`config.mk`:
```
export PLATFORM = sky130hd
export DESIGN_NAME = transport_data_tpdu_deframer
export DESIGN_NICKNAME = d
export VERILOG_FILES = /design/src/hw/rtl/tpdu_pkg.sv /design/src/hw/rtl/transport_data_tpdu_deframer.sv /design/src/hw/rtl/tpdu_parser.sv /design/src/hw/rtl/tpdu_queue.sv
export SDC_FILE = /design/constraint.sdc
export NUM_CORES = 1
export LEC_CHECK = 0
export ABC_AREA = 1
export BUFFER_PORTS_ARGS = -buffer_cell sky130_fd_sc_hd__clkbuf_2
export CAP_MARGIN = 15
export CORE_ASPECT_RATIO = 0.8
export CORE_MARGIN = 2
export CORE_UTILIZATION = 40
export CTS_BUF_LIST = sky130_fd_sc_hd__clkbuf_4 sky130_fd_sc_hd__clkbuf_8 sky130_fd_sc_hd__clkbuf_16
export DETAILED_ROUTE_END_ITERATION = 8
export PLACE_DENSITY = 0.63
export SETUP_SLACK_MARGIN = 0.4
export SYNTH_ARGS = -nofsm -noshare
export SYNTH_HDL_FRONTEND = slang
export SYNTH_SLANG_ARGS = --single-unit
```
`constraint.sdc`:
```
create_clock -name clk -period 5.4 [get_ports clk]
set_input_delay 0.27 -clock clk [delete_from_list [all_inputs] [get_ports clk]]
set_output_delay 0.27 -clock clk [all_outputs]
set_load 0.1 [all_outputs]
```
`src/hw/rtl/tpdu_pkg.sv`:
```
`timescale 1ns / 1ps
// ----------------------------------------------------------------------------
// tpdu_pkg
// Shared types and constants for the TPKT / transport data TPDU deframer.
// ----------------------------------------------------------------------------
package tpdu_pkg;

    // header byte values
    localparam logic [7:0] TPKT_VERSION  = 8'h03;
    localparam logic [7:0] TPKT_RESERVED = 8'h00;
    localparam logic [7:0] CODE_DT       = 8'hF0;
    localparam logic [7:0] CODE_DR       = 8'h80;
    localparam logic [7:0] CODE_ER       = 8'h70;
    localparam logic [7:0] EOT_CLEAR     = 8'h00;
    localparam logic [7:0] EOT_SET       = 8'h80;
    localparam logic [7:0] LI_DT         = 8'd2;
    localparam logic [7:0] LI_DR         = 8'd6;
    localparam logic [7:0] REASON_MAX    = 8'd4;
    localparam logic [15:0] HEADER_LEN   = 16'd7;

    // result kinds
    localparam logic [1:0] KIND_DATA  = 2'd0;
    localparam logic [1:0] KIND_DISC  = 2'd1;
    localparam logic [1:0] KIND_ERROR = 2'd2;

    // error codes
    localparam logic [3:0] ERR_NONE     = 4'd0;
    localparam logic [3:0] ERR_VERSION  = 4'd1;
    localparam logic [3:0] ERR_RESERVED = 4'd2;
    localparam logic [3:0] ERR_SHORT    = 4'd3;
    localparam logic [3:0] ERR_LI       = 4'd4;
    localparam logic [3:0] ERR_EOT      = 4'd5;
    localparam logic [3:0] ERR_SRC_REF  = 4'd6;
    localparam logic [3:0] ERR_DST_REF  = 4'd7;
    localparam logic [3:0] ERR_REASON   = 4'd8;
    localparam logic [3:0] ERR_ER_TPDU  = 4'd9;
    localparam logic [3:0] ERR_UNKNOWN  = 4'd10;

    // configuration register indexes
    localparam logic CFG_LOCAL_REF  = 1'b0;
    localparam logic CFG_REMOTE_REF = 1'b1;

    // parser phase, one-hot
    typedef enum logic [12:0] {
        PH_VER    = 13'b0000000000001,
        PH_RSV    = 13'b0000000000010,
        PH_LENHI  = 13'b0000000000100,
        PH_LENLO  = 13'b0000000001000,
        PH_LI     = 13'b0000000010000,
        PH_CODE   = 13'b0000000100000,
        PH_EOT    = 13'b0000001000000,
        PH_DATA   = 13'b0000010000000,
        PH_R1HI   = 13'b0000100000000,
        PH_R1LO   = 13'b0001000000000,
        PH_R2HI   = 13'b0010000000000,
        PH_R2LO   = 13'b0100000000000,
        PH_REASON = 13'b1000000000000
    } tpdu_phase_t;

    // one result item
    typedef struct packed {
        logic [1:0] kind;
        logic [7:0] data_byte;
        logic       last;
        logic [3:0] error_code;
    } tpdu_result_t;

endpackage

```
`src/hw/rtl/transport_data_tpdu_deframer.sv`:
```
`timescale 1ns / 1ps
// ----------------------------------------------------------------------------
// transport_data_tpdu_deframer
// TPKT / transport data TPDU deframer: checks headers of a received byte
// stream and passes out payload bytes, disconnect notices and error items.
// ----------------------------------------------------------------------------
//  channel  | direction | contents
//  ---------+-----------+----------------------------------------------------
//  s_*      | in        | tdata[7:0] stream_byte
//  m_*      | out       | tdata data_byte, error_code; tuser kind; tlast last
//  cfg_*    | in        | index 0 local_ref, index 1 remote_ref
//
//  One byte per cycle while s_tready is high: the parser classifies each byte
//  in the cycle it is accepted and writes any result into a QUEUE_DEPTH-entry
//  queue. s_tready drops only while the queue is full; results leave one per
//  cycle while m_tready is high. Reset puts the parser back to waiting for a
//  TPKT version byte and empties the queue; configuration registers reset to zero.
// ----------------------------------------------------------------------------
module transport_data_tpdu_deframer
    import tpdu_pkg::*;
#(
    parameter int QUEUE_DEPTH = 4
)
(
    input  logic        clk,
    input  logic        rst_n,
    input  logic        cfg_we,
    input  logic        cfg_index,
    input  logic [15:0] cfg_data,
    input  logic        s_tvalid,
    output logic        s_tready,
    input  logic [7:0]  s_tdata,    // [7:0] stream_byte
    output logic        m_tvalid,
    input  logic        m_tready,
    output logic [15:0] m_tdata,    // [7:0] data_byte, [11:8] error_code, [15:12] zero
    output logic [1:0]  m_tuser,    // [1:0] kind
    output logic        m_tlast
);

    logic         queue_full;
    logic         byte_accept;
    logic         res_valid;
    tpdu_result_t res;
    tpdu_result_t head;

    assign s_tready    = !queue_full;
    assign byte_accept = s_tvalid && s_tready;

    // header parser
    tpdu_parser u_parser (
        .clk         (clk),
        .rst_n       (rst_n),
        .cfg_we      (cfg_we),
        .cfg_index   (cfg_index),
        .cfg_data    (cfg_data),
        .byte_valid  (byte_accept),
        .stream_byte (s_tdata),
        .res_valid   (res_valid),
        .res         (res)
    );

    // result queue
    tpdu_queue #(
        .DEPTH (QUEUE_DEPTH)
    ) u_queue (
        .clk        (clk),
        .rst_n      (rst_n),
        .push       (res_valid),
        .push_data  (res),
        .full       (queue_full),
        .head_valid (m_tvalid),
        .pop        (m_tready),
        .head_data  (head)
    );

    // output packing
    assign m_tdata = {4'd0, head.error_code, head.data_byte};
    assign m_tuser = head.kind;
    assign m_tlast = head.last;

endmodule

```
`src/hw/rtl/tpdu_parser.sv`:
```
`timescale 1ns / 1ps
// ----------------------------------------------------------------------------
// tpdu_parser
// Front end: walks the TPKT and transport headers one byte per item and
// classifies each byte into zero or one result item.
// ----------------------------------------------------------------------------
module tpdu_parser
    import tpdu_pkg::*;
(
    input  logic         clk,
    input  logic         rst_n,
    input  logic         cfg_we,
    input  logic         cfg_index,
    input  logic [15:0]  cfg_data,
    input  logic         byte_valid,
    input  logic [7:0]   stream_byte,
    output logic         res_valid,
    output tpdu_result_t res
);

    logic [15:0] local_ref_reg;
    logic [15:0] remote_ref_reg;
    tpdu_phase_t phase_reg, phase_next;
    logic [7:0]  len_hi_reg, len_hi_next;
    logic [15:0] payload_left_reg, payload_left_next;
    logic        li_dr_reg, li_dr_next;
    logic        eot_seen_reg, eot_seen_next;
    logic [7:0]  ref_hi_reg, ref_hi_next;
    logic [15:0] packet_len;
    logic [15:0] ref_word;

    assign packet_len = {len_hi_reg, stream_byte};
    assign ref_word   = {ref_hi_reg, stream_byte};

    // configuration registers
    always_ff @(posedge clk or negedge rst_n)
    begin
        if (!rst_n)
        begin
            local_ref_reg  <= '0;
            remote_ref_reg <= '0;
        end
        else if (cfg_we)
        begin
            case (cfg_index)
                CFG_LOCAL_REF:  local_ref_reg  <= cfg_data;
                CFG_REMOTE_REF: remote_ref_reg <= cfg_data;
                default:        ;
            endcase
        end
    end

    // per-byte header walk
    always_comb
    begin
        phase_next        = phase_reg;
        len_hi_next       = len_hi_reg;
        payload_left_next = payload_left_reg;
        li_dr_next        = li_dr_reg;
        eot_seen_next     = eot_seen_reg;
        ref_hi_next       = ref_hi_reg;
        res_valid         = 1'b0;
        res.kind          = KIND_ERROR;
        res.data_byte     = 8'd0;
        res.last          = 1'b0;
        res.error_code    = ERR_NONE;
        case (phase_reg)
            PH_RSV:
            begin
                if (stream_byte != TPKT_RESERVED)
                begin
                    res_valid      = 1'b1;
                    res.error_code = ERR_RESERVED;
                    phase_next     = PH_VER;
                end
                else
                    phase_next = PH_LENHI;
            end
            PH_LENHI:
            begin
                len_hi_next = stream_byte;
                phase_next  = PH_LENLO;
            end
            PH_LENLO:
            begin
                payload_left_next = packet_len - HEADER_LEN;
                if (packet_len <= HEADER_LEN)
                begin
                    res_valid      = 1'b1;
                    res.error_code = ERR_SHORT;
                    phase_next     = PH_VER;
                end
                else
                    phase_next = PH_LI;
            end
            PH_LI:
            begin
                li_dr_next = (stream_byte == LI_DR);
                if (stream_byte != LI_DT && stream_byte != LI_DR)
                begin
                    res_valid      = 1'b1;
                    res.error_code = ERR_LI;
                    phase_next     = PH_VER;
                end
                else
                    phase_next = PH_CODE;
            end
            PH_CODE:
            begin
                phase_next = PH_VER;
                if (stream_byte == CODE_DT && !li_dr_reg)
                    phase_next = PH_EOT;
                else if (stream_byte == CODE_DR && li_dr_reg)
                    phase_next = PH_R1HI;
                else
                begin
                    res_valid = 1'b1;
                    if (stream_byte == CODE_DT || stream_byte == CODE_DR)
                        res.error_code = ERR_LI;
                    else if (stream_byte == CODE_ER)
                        res.error_code = ERR_ER_TPDU;
                    else
                        res.error_code = ERR_UNKNOWN;
                end
            end
            PH_EOT:
            begin
                eot_seen_next = (stream_byte == EOT_SET);
                if (stream_byte != EOT_CLEAR && stream_byte != EOT_SET)
                begin
                    res_valid      = 1'b1;
                    res.error_code = ERR_EOT;
                    phase_next     = PH_VER;
                end
                else if (payload_left_reg == 16'd0)
                    phase_next = PH_VER;
                else
                    phase_next = PH_DATA;
            end
            PH_DATA:
            begin
                res_valid         = 1'b1;
                res.kind          = KIND_DATA;
                res.data_byte     = stream_byte;
                res.last          = (payload_left_reg == 16'd1) && eot_seen_reg;
                payload_left_next = payload_left_reg - 16'd1;
                if (payload_left_reg == 16'd1)
                    phase_next = PH_VER;
            end
            PH_R1HI:
            begin
                ref_hi_next = stream_byte;
                phase_next  = PH_R1LO;
            end
            PH_R1LO:
            begin
                if (ref_word != local_ref_reg)
                begin
                    res_valid      = 1'b1;
                    res.error_code = ERR_SRC_REF;
                    phase_next     = PH_VER;
                end
                else
                    phase_next = PH_R2HI;
            end
            PH_R2HI:
            begin
                ref_hi_next = stream_byte;
                phase_next  = PH_R2LO;
            end
            PH_R2LO:
            begin
                if (ref_word != remote_ref_reg)
                begin
                    res_valid      = 1'b1;
                    res.error_code = ERR_DST_REF;
                    phase_next     = PH_VER;
                end
                else
                    phase_next = PH_REASON;
            end
            PH_REASON:
            begin
                res_valid  = 1'b1;
                phase_next = PH_VER;
                if (stream_byte > REASON_MAX)
                    res.error_code = ERR_REASON;
                else
                    res.kind = KIND_DISC;
            end
            default:
            begin
                // awaiting the version byte
                if (stream_byte != TPKT_VERSION)
                begin
                    res_valid      = 1'b1;
                    res.error_code = ERR_VERSION;
                    phase_next     = PH_VER;
                end
                else
                    phase_next = PH_RSV;
            end
        endcase
        if (!byte_valid)
            res_valid = 1'b0;
    end

    // state registers
    always_ff @(posedge clk or negedge rst_n)
    begin
        if (!rst_n)
        begin
            phase_reg        <= PH_VER;
            len_hi_reg       <= '0;
            payload_left_reg <= '0;
            li_dr_reg        <= 1'b0;
            eot_seen_reg     <= 1'b0;
            ref_hi_reg       <= '0;
        end
        else if (byte_valid)
        begin
            phase_reg        <= phase_next;
            len_hi_reg       <= len_hi_next;
            payload_left_reg <= payload_left_next;
            li_dr_reg        <= li_dr_next;
            eot_seen_reg     <= eot_seen_next;
            ref_hi_reg       <= ref_hi_next;
        end
    end

endmodule

```
`src/hw/rtl/tpdu_queue.sv`:
```
`timescale 1ns / 1ps
// ----------------------------------------------------------------------------
// tpdu_queue
// Back end: short result queue whose head drives the output stream, so the
// parser and the consumer stall independently.
// ----------------------------------------------------------------------------
module tpdu_queue
    import tpdu_pkg::*;
#(
    parameter int DEPTH = 4
)
(
    input  logic         clk,
    input  logic         rst_n,
    input  logic         push,
    input  tpdu_result_t push_data,
    output logic         full,
    output logic         head_valid,
    input  logic         pop,
    output tpdu_result_t head_data
);

    localparam int PTR_W = (DEPTH > 1) ? $clog2(DEPTH) : 1;
    localparam int CNT_W = $clog2(DEPTH + 1);
    localparam logic [PTR_W-1:0] PTR_LAST = PTR_W'(DEPTH - 1);
    localparam logic [CNT_W-1:0] CNT_FULL = CNT_W'(DEPTH);

    tpdu_result_t     store_reg [DEPTH];
    logic [PTR_W-1:0] wr_ptr_reg, rd_ptr_reg;
    logic [CNT_W-1:0] count_reg;
    logic             do_push, do_pop;

    assign full       = (count_reg == CNT_FULL);
    assign head_valid = (count_reg != '0);
    assign head_data  = store_reg[rd_ptr_reg];
    assign do_push    = push && !full;
    assign do_pop     = pop && head_valid;

    // entry storage
    always_ff @(posedge clk)
    begin
        if (do_push)
            store_reg[wr_ptr_reg] <= push_data;
    end

    // pointers and fill count
    always_ff @(posedge clk or negedge rst_n)
    begin
        if (!rst_n)
        begin
            wr_ptr_reg <= '0;
            rd_ptr_reg <= '0;
            count_reg  <= '0;
        end
        else
        begin
            if (do_push)
                wr_ptr_reg <= (wr_ptr_reg == PTR_LAST) ? '0 : wr_ptr_reg + 1'b1;
            if (do_pop)
                rd_ptr_reg <= (rd_ptr_reg == PTR_LAST) ? '0 : rd_ptr_reg + 1'b1;
            if (do_push && !do_pop)
                count_reg <= count_reg + 1'b1;
            else if (do_pop && !do_push)
                count_reg <= count_reg - 1'b1;
        end
    end

endmodule

```
==> results.toml, run 1 <==
[outcome]
status = "finished, final reports clean"

[global_route]
antenna_found_initial = 0
grt_use_total_pct = 18.7
grt_pass1_vias = 5872
grt_pass1_wl_um = 30400
grt_start_max_net_pins = 73
grt.overflow.total = 0

[min_path]
hp-class = "in2reg"

[setup_path]
crit_chain = "inv_1 -> o21ai_0 -> o22ai_1 -> clkbuf_2"
required_ns = 5.13
max_stage_delay_ns = 1.03
crit_family = "buffers and inverters"
worstSetupPathType = "reg2out"
path_buf_inv = 2
cp-end-kind = "output port"
critical_path_arrival_ns = 3.05
cp_max_fo = 33
cp_slowest_cell = "dfrtp_1"
start_kind = "flop"

[pwr]
seqPwrFrac_pct = 36.1
clkPwrFrac_pct = 28.2
p_int_w = 0.00229
switchingPower_w = 0.00183
power_density_nw_per_um2 = 466
power_frac_comb_pct = 35.7
vdd_drop_max_mv = 0.313
power_switching_share_pct = 44.5
power.leakage_nw = 4.08

[layout]
multiInputGateArea_um2 = 3210
fillers = 1848
final_nets = 1067
regArea_um2 = 3960
syn_to_final_growth_pct = 13.2
antenna-diode-count = 0
drive_above_1_share_pct = 11.2
largest_reg_flops = 60

[yosys]
synth_edf_count = 60
synth.distinct_cells = 45
syn_inst = 981
async_reset_ff_share_pct = 58.9
yosysWarnings = 0
synth-main-ff-cell = "dfrtp_1"
synth-seq-cells = 146
synth_most_common_cell = "nand2_1"
netlist_top_cells_area = "dfrtp_1, edfxtp_1, nand2_1"
synth_top_area_cell = "dfrtp_1"
synthTopCellsByCount = "nand2_1, nor2_1, inv_1, o21ai_0, dfrtp_1"
synth_area_um2 = 7820
yosysSeqAreaShare_pct = 50.6
syn_area_per_cell_um2 = 7.97
synth.top_cell.area_share_pct = 27.2

[timing]
hold_viol_final = 0
maxSlewViolCount = 0
fin_skew_ns = 0.00820
finalSetupViolations = 0
setup_ws_ns = 2.08
fin_crit_sh_pct = 61.5
fin_setup_tns_ns = 0
max_clock_freq_mhz = 301
period_needed_ns = 3.32
maxSlewHeadroom_pct = 26.7
tightest_slew_ns = 1.09
rsz0062_at_grt = "false"

[job]
cap_violations = 0

[detailed_routing]
drc = 0
vias_per_cell = 4.96
first_iter_violations = 506
wl_um = 18400
drtAntennaViolNets = 0
drt-wirelength-per-cell_um = 14.2
vias = 6432
firstDrtPassIters = 5

[placement]
gp_congestion = 0.924
numPortBuffers = 46
dp_hpwl_um = 13000
dp_slack_ns = 2.11

[floorplan]
num_rows = 45
core_um2 = 19100
die_area_um2 = 20700
io_pins = 51
start_util_pct = 41.0
die_height_um = 129
die_w_um = 160

[clocking]
max-clock-path-buffers = 2
root_buffer = "clkbuf_16"
post_cts_resized = 0
cts.sinks = 146
path_clk_slew_ns = 0.06
clock_latency_ns = 0.43
tritoncts = "done"
cts_inserted_buffers = 17
htree_levels = 4
-- per-stage QoR --
step                      power, W  std cells  utilization [%]  instance area (um^2)  hold slack (ns)
final                      0.00413       1296             46.4                  8850           0.0889
after global routing       0.00434       1296             46.4                  8850           0.0956
after CTS                  0.00415       1296             46.4                  8850           0.0784
after detailed placement   0.00299       1263             43.3                  8260            0.146
after global placement     0.00297       1263             43.3                  8260            0.149
after floorplan            0.00269        984                -                  7830          -0.0256
-- worst register-to-register path: stages, from the launching register on --
cell     delay (ns)
dfstp_2        0.54
nor2_1         0.06
nand2_2        0.13
nor2_1         0.08
nand2_2        0.53
nand2_1        0.20
nor2_1         0.18
nand3_2        0.13
nand2_1        0.09
inv_1          0.04
nand2_2        0.08
nand2_4        0.08
inv_1          0.06
ha_1           0.13
inv_1          0.06
fa_1           0.37
a21oi_1        0.14
o21ai_0        0.11
xor2_1         0.15
-- area by class of cell --
cell class / instances / area share, %
clock inverters: 15 / 1.73
flip-flops and latches: 146 / 44.7
well taps: 258 / 3.65
clock buffers: 17 / 4.81
multi-input cells: 673 / 36.2
inverters: 135 / 5.73
repair buffers: 52 / 3.17
-- cell usage in the layout (no fill, tap or decap), types with 16 or more instances in the layout --
cell type,instances
a21oi_1,16
o22ai_1,21
nor2_1,138
clkbuf_2,45
o21ai_0,100
inv_1,129
nand3_1,35
edfxtp_1,60
clkbuf_16,17
nand2_1,267
dfrtp_1,85
-- power by group through the flow --
stage	Combinational, W	Sequential (W)	Clock, W
final	0.00147	0.00149	0.00116
after global routing	0.00159	0.00152	0.00123
after CTS	0.00148	0.00149	0.00118
after detailed placement	0.00148	0.00151	0
after global placement	0.00147	0.00151	0
after floorplan	0.00124	0.00144	0
-- routing by layer --
| layer | routed length [um] | up-vias | part of all wire, % | GRT usage [%] |
|---|---|---|---|---|
| li1 | - | 3227 | - | - |
| met1 | 9050 | 2974 | 49 | 27.5 |
| met2 | 7910 | 208 | 43 | 28.0 |
| met3 | 1200 | 23 | 6.5 | 4.35 |
| met4 | 265 | 0 | 1.4 | 4.72 |
| met5 | 0 | - | 0 | 0 |
-- repair_timing --
action | in CTS | in global routing
setup buffers | 0 | 0
hold buffers | 1 | 0
endpoints found under the hold margin | 14 | 0
-- logic make-up (layout without fill, tap and decap cells) --
logic type	count (synthesis)	count (layout)	share of synthesized area [%]
other cells	1	4	0.0480
buf+inv	165	219	8.55
simple gates	477	477	25.2
fa+ha+maj	12	12	2.02
compound gates	165	165	11.9
flops	146	146	50.6
xor+xnor	15	15	1.68
-- path summary, 6_finish.rpt --
| path | from | to | slack, ns | cells after the start |
|---|---|---|---|---|
| max | u_queue.rd_ptr_reg[0] | m_tdata[6] | 2.08 | 4 |
| min | cfg_data[12] | u_parser.remote_ref_reg[12] | 0.09 | 3 |
| max reg2reg | u_parser.phase_reg[0] | u_queue.count_reg[2] | 2.11 | 18 |
| min reg2reg | u_parser.phase_reg[0] | u_parser.phase_reg[0] | 0.48 | 2 |
| max in group asynchronous | rst_n | u_parser.payload_left_reg[11] | 3.98 | 3 |
| min in group asynchronous | rst_n | u_parser.phase_reg[11] | 0.24 | 2 |
(Power assumes the default switching activity.)
==> inputs of run 2 (changes only) <==
- clock period: 5.4 -> 3.2 ns (I/O delays scaled with it)
==> results.toml, run 2 (synthesized netlist as in run 1, its figures left out) <==
[pwr]
vdd_drop_max_mv = 0.873
clkPwrFrac_pct = 28.0
seqPwrFrac_pct = 34.4
power_switching_share_pct = 44.2
power_density_nw_per_um2 = 766
p_int_w = 0.00394
total_power_w = 0.00706
switchingPower_w = 0.00312
power.leakage_nw = 4.25
power_frac_comb_pct = 37.6

[setup_path]
worstSetupPathType = "reg2reg"
cp_max_fo = 5
critical_path_arrival_ns = 2.97
required_ns = 3.51
cp-end-kind = "flop"
ff2ff_setup_slack_ns = 0.54
start_kind = "flop"

[layout]
syn_to_final_growth_pct = 17.9
fin_util_pct = 48.3
layout.cells.non_filler = 1329
final_nets = 1100
final_common_cell = "nand2_1"
drive_above_1_share_pct = 14.7
final_cell_mix = "nand2_1, inv_1, nor2_1, o21ai_0, dfrtp_1"
largest_reg_flops = 60
design_area_um2 = 9220
antenna-diode-count = 0

[clocking]
max-clock-path-buffers = 2
cts_inserted_buffers = 17
path_clk_slew_ns = 0.07
htree_levels = 4
clock_latency_ns = 0.43
tritoncts = "done"
cts.sinks = 146
root_buffer = "clkbuf_16"

[timing]
finalSetupViolations = 0
tightest_slew_ns = 0.943
period_needed_ns = 2.66
fin_crit_sh_pct = 83.2
fin_skew_ns = 0.0148
max_clock_freq_mhz = 376
maxSlewViolCount = 0
fin_setup_tns_ns = 0
hold_viol_final = 0
rsz0062_at_grt = "true"
maxSlewHeadroom_pct = 37.0

[detailed_routing]
drc = 0
drtAntennaViolNets = 0
vias_per_cell = 4.92
firstDrtPassIters = 7
drt-wirelength-per-cell_um = 14.1
wl_um = 18800
vias = 6539
first_iter_violations = 545

[global_route]
antenna_found_initial = 0
grt_start_max_net_pins = 51
grt_pass1_vias = 6059
grt_pass1_wl_um = 31300
grt.overflow.total = 0
grt_use_total_pct = 19.3

[placement]
dp_hpwl_um = 13400
placedCellCount = 1274
gp_congestion = 0.932
placed_area_um2 = 8350
numPortBuffers = 46

[floorplan]
die_height_um = 129
num_rows = 45
die_area_um2 = 20700
core_um2 = 19100
die_w_um = 160
start_util_pct = 41.0
io_pins = 51

[outcome]
status = "finished, final reports clean"

[job]
cap_violations = 0

[min_path]
hp-class = "in2reg"
run 2: metal layers:
metal,global-route usage [%],vias up,routed length [um]
met3,4.32,16,1010
met4,4.40,0,172
met5,0,-,0
met1,27.7,3064,9260
li1,-,3300,-
met2,30.0,159,8330
run 2: final cells by class:
class | count | area, um^2
fillers | 1847 | 9870
repair buffers | 84 | 556
clock buffers | 17 | 425
clock inverters | 15 | 161
inverters | 135 | 507
flip-flops and latches | 146 | 3960
well taps | 258 | 323
multi-input cells | 674 | 3280
run 2: path summary, 6_finish.rpt:
path,cells past startpoint,from,end
min in group asynchronous,2,rst_n,u_parser.remote_ref_reg[11]
min reg2reg,2,u_parser.phase_reg[0],u_parser.phase_reg[0]
max in group asynchronous,3,rst_n,u_parser.payload_left_reg[7]
max,17,u_parser.phase_reg[11],u_queue.count_reg[2]
max reg2reg,17,u_parser.phase_reg[11],u_queue.count_reg[2]
min,3,cfg_data[7],u_parser.local_ref_reg[7]
run 2: repair_timing:
item	CTS	global route
gates resized for setup	0	24
buffers inserted	0	7
endpoints found under the setup margin	0	2
hold buffers	15	0
hold endpoints to repair	72	0
run 2: stage by stage:
step           setup WS (ns)  hold slack [ns]
4_1_cts                0.411           0.0116
2_1_floorplan          0.424           -0.136
6_report               0.539           0.0137
3_3_place_gp           0.461            0.241
5_1_grt                0.388           0.0168
3_5_place_dp           0.421            0.243
run 2: worst max-delay path, stage by stage (launching register included):
cell	delay, ns
dfrtp_2	0.44
nor2_4	0.17
nand2_4	0.11
nor2_8	0.18
nand2_2	0.09
nand2_2	0.09
nor2_1	0.06
nand3_2	0.10
nor2_1	0.07
nor2_2	0.20
nand2_4	0.07
inv_1	0.06
ha_1	0.12
inv_1	0.07
fa_2	0.34
a21oi_1	0.15
o21ai_1	0.09
xor2_1	0.14
run 2: power groups by stage:
stage / logic (W) / clock network [W] / registers [W]
floorplan: 0.00210 / 0 / 0.00244
global placement: 0.00262 / 0 / 0.00245
detailed placement: 0.00264 / 0 / 0.00246
CTS: 0.00266 / 0.00201 / 0.00242
global route: 0.00289 / 0.00211 / 0.00246
finish: 0.00266 / 0.00198 / 0.00243
==> inputs of run 3 (changes only) <==
- PLACE_DENSITY: 0.63 -> 0.65
- clock period: 3.2 -> 2.36 ns (I/O delays scaled with it)
==> results.toml, run 3 (synthesized netlist as in run 1, its figures left out) <==
[outcome]
status = "finished, violations left"
violations = "negative setup slack"

[setup_path]
required_ns = 2.67
cp_max_fo = 4
cp-end-kind = "flop"
start_kind = "flop"
critical_path_arrival_ns = 2.94
worstSetupPathType = "reg2reg"

[pwr]
total_power_w = 0.0111
power_density_nw_per_um2 = 1020
power.leakage_nw = 5.04
vdd_drop_max_mv = 0.776

[global_route]
grtUsageMet2_pct = 33.2
grt_use_total_pct = 20.9
grt.overflow.total = 0
met1_usage_pct = 29.1
grt_pass1_wl_um = 33900
gr-usage-met3_pct = 3.91
grt_most_used_layer = "met2"
grt_pass1_vias = 6700
antenna_found_initial = 0
grt_start_max_net_pins = 47

[floorplan]
io_pins = 51
num_rows = 45
core_um2 = 19100
die_area_um2 = 20700
start_util_pct = 41.0
die_height_um = 129
die_w_um = 160

[detailed_routing]
firstDrtPassIters = 5
vias = 7065
first_iter_violations = 506
drtAntennaViolNets = 0
drt-wirelength-per-cell_um = 14.6
drc = 0
vias_per_cell = 4.90
wl_um = 21000

[min_path]
hp-class = "in2reg"

[placement]
gp_congestion = 0.922
numPortBuffers = 46
dp_hpwl_um = 14400

[timing]
max_clock_freq_mhz = 381
fin_skew_ns = 0.0107
period_needed_ns = 2.63
finalSetupViolations = 62
fin_crit_sh_pct = 111
tightest_slew_ns = 0.935
maxSlewViolCount = 0
rsz0062_at_grt = "true"
hold_viol_final = 0
fin_setup_tns_ns = -8.44
maxSlewHeadroom_pct = 37.5
setup_ws_ns = -0.266

[clocking]
tritoncts = "done"
htree_levels = 4
root_buffer = "clkbuf_16"
clock_latency_ns = 0.43
cts.sinks = 146
cts_inserted_buffers = 17
path_clk_slew_ns = 0.07
max-clock-path-buffers = 2

[layout]
final_cell_mix = "nand2_1, inv_1, nor2_1, buf_4, o21ai_0"
syn_to_final_growth_pct = 39.0
final_nets = 1212
final_common_cell = "nand2_1"
antenna-diode-count = 0
drive_above_1_share_pct = 27.9
fin_util_pct = 56.9
largest_reg_flops = 60

[job]
cap_violations = 0
==> run 3: timing repair <==
action / 4_1_cts / 5_1_grt
pin swaps: 10 / 29
setup buffers: 9 / 19
cloned: 2 / 3
hold buffers: 17 / 0
resized for setup: 35 / 65
setup endpoints to repair: 101 / 120
endpoints found under the hold margin: 76 / 0
==> run 3: final cells by class <==
class / instances / area [um^2]
tap: 258 / 323
clock inverter: 15 / 154
timing repair inverter: 1 / 7.51
multi-input combinational: 674 / 3630
sequential: 146 / 3960
inverter: 135 / 517
timing repair buffer: 195 / 1860
fill: 1685 / 8220
clock buffer: 17 / 425
==> run 3: path summary, 6_finish.rpt <==
check	start	to	slack (ns)	cells past startpoint
setup / recovery	u_parser.phase_reg[4]	u_queue.count_reg[2]	-0.27	20
hold / removal	s_tdata[0]	u_parser.len_hi_reg[0]	0.07	4
setup reg to reg	u_parser.phase_reg[4]	u_queue.count_reg[2]	-0.27	20
hold reg to reg	u_parser.local_ref_reg[3]	u_parser.local_ref_reg[3]	0.51	2
max in group asynchronous	rst_n	u_queue.rd_ptr_reg[0]	1.44	3
min in group asynchronous	rst_n	u_parser.local_ref_reg[1]	0.25	2
==> run 3: per-layer routing <==
metal	part of all wire [%]	routed length, um	vias to the layer above
met2	45	9450	178
li1	-	-	3522
met5	0	0	-
met3	5.1	1080	28
met4	1.9	399	0
met1	48	10100	3337
==> run 3: report_power, final <==
part / switching [W] / internal, W / total (W) / leakage (nW)
clock network: 0.00125 / 0.00141 / 0.00266 / 0.285
logic: 0.00323 / 0.00187 / 0.00511 / 3.18
registers: 0.000265 / 0.00308 / 0.00335 / 1.57
total: 0.00475 / 0.00637 / 0.0111 / 5.04
==> run 3: through the flow <==
stage / worst slack [ns] / cell area, um^2 / cells / hold WS [ns]
floorplan: -0.0818 / 8000 / 984 / -0.178
global placement: -0.171 / 9440 / 1359 / 0.174
detailed placement: -0.211 / 9440 / 1359 / 0.177
CTS: -0.197 / 10400 / 1419 / 0.0596
global route: -0.431 / 10900 / 1441 / 0.0859
finish: -0.266 / 10900 / 1441 / 0.0690
==> run 3: critical path, cell delays in order (launching register included) <==
cell and delay (ns):
dfrtp_1 0.40, buf_4 0.16, inv_2 0.05, nand2_2 0.06
nor2_4 0.13, nand2_1 0.08, nor2_2 0.15, nand2_2 0.10
nand3_2 0.09, nor2_1 0.04, nand2_1 0.05, inv_1 0.05
nand2_2 0.09, nand2_4 0.06, inv_2 0.06, ha_4 0.11
inv_2 0.04, fa_2 0.38, a21oi_2 0.17, o21ai_2 0.08
xor2_1 0.14
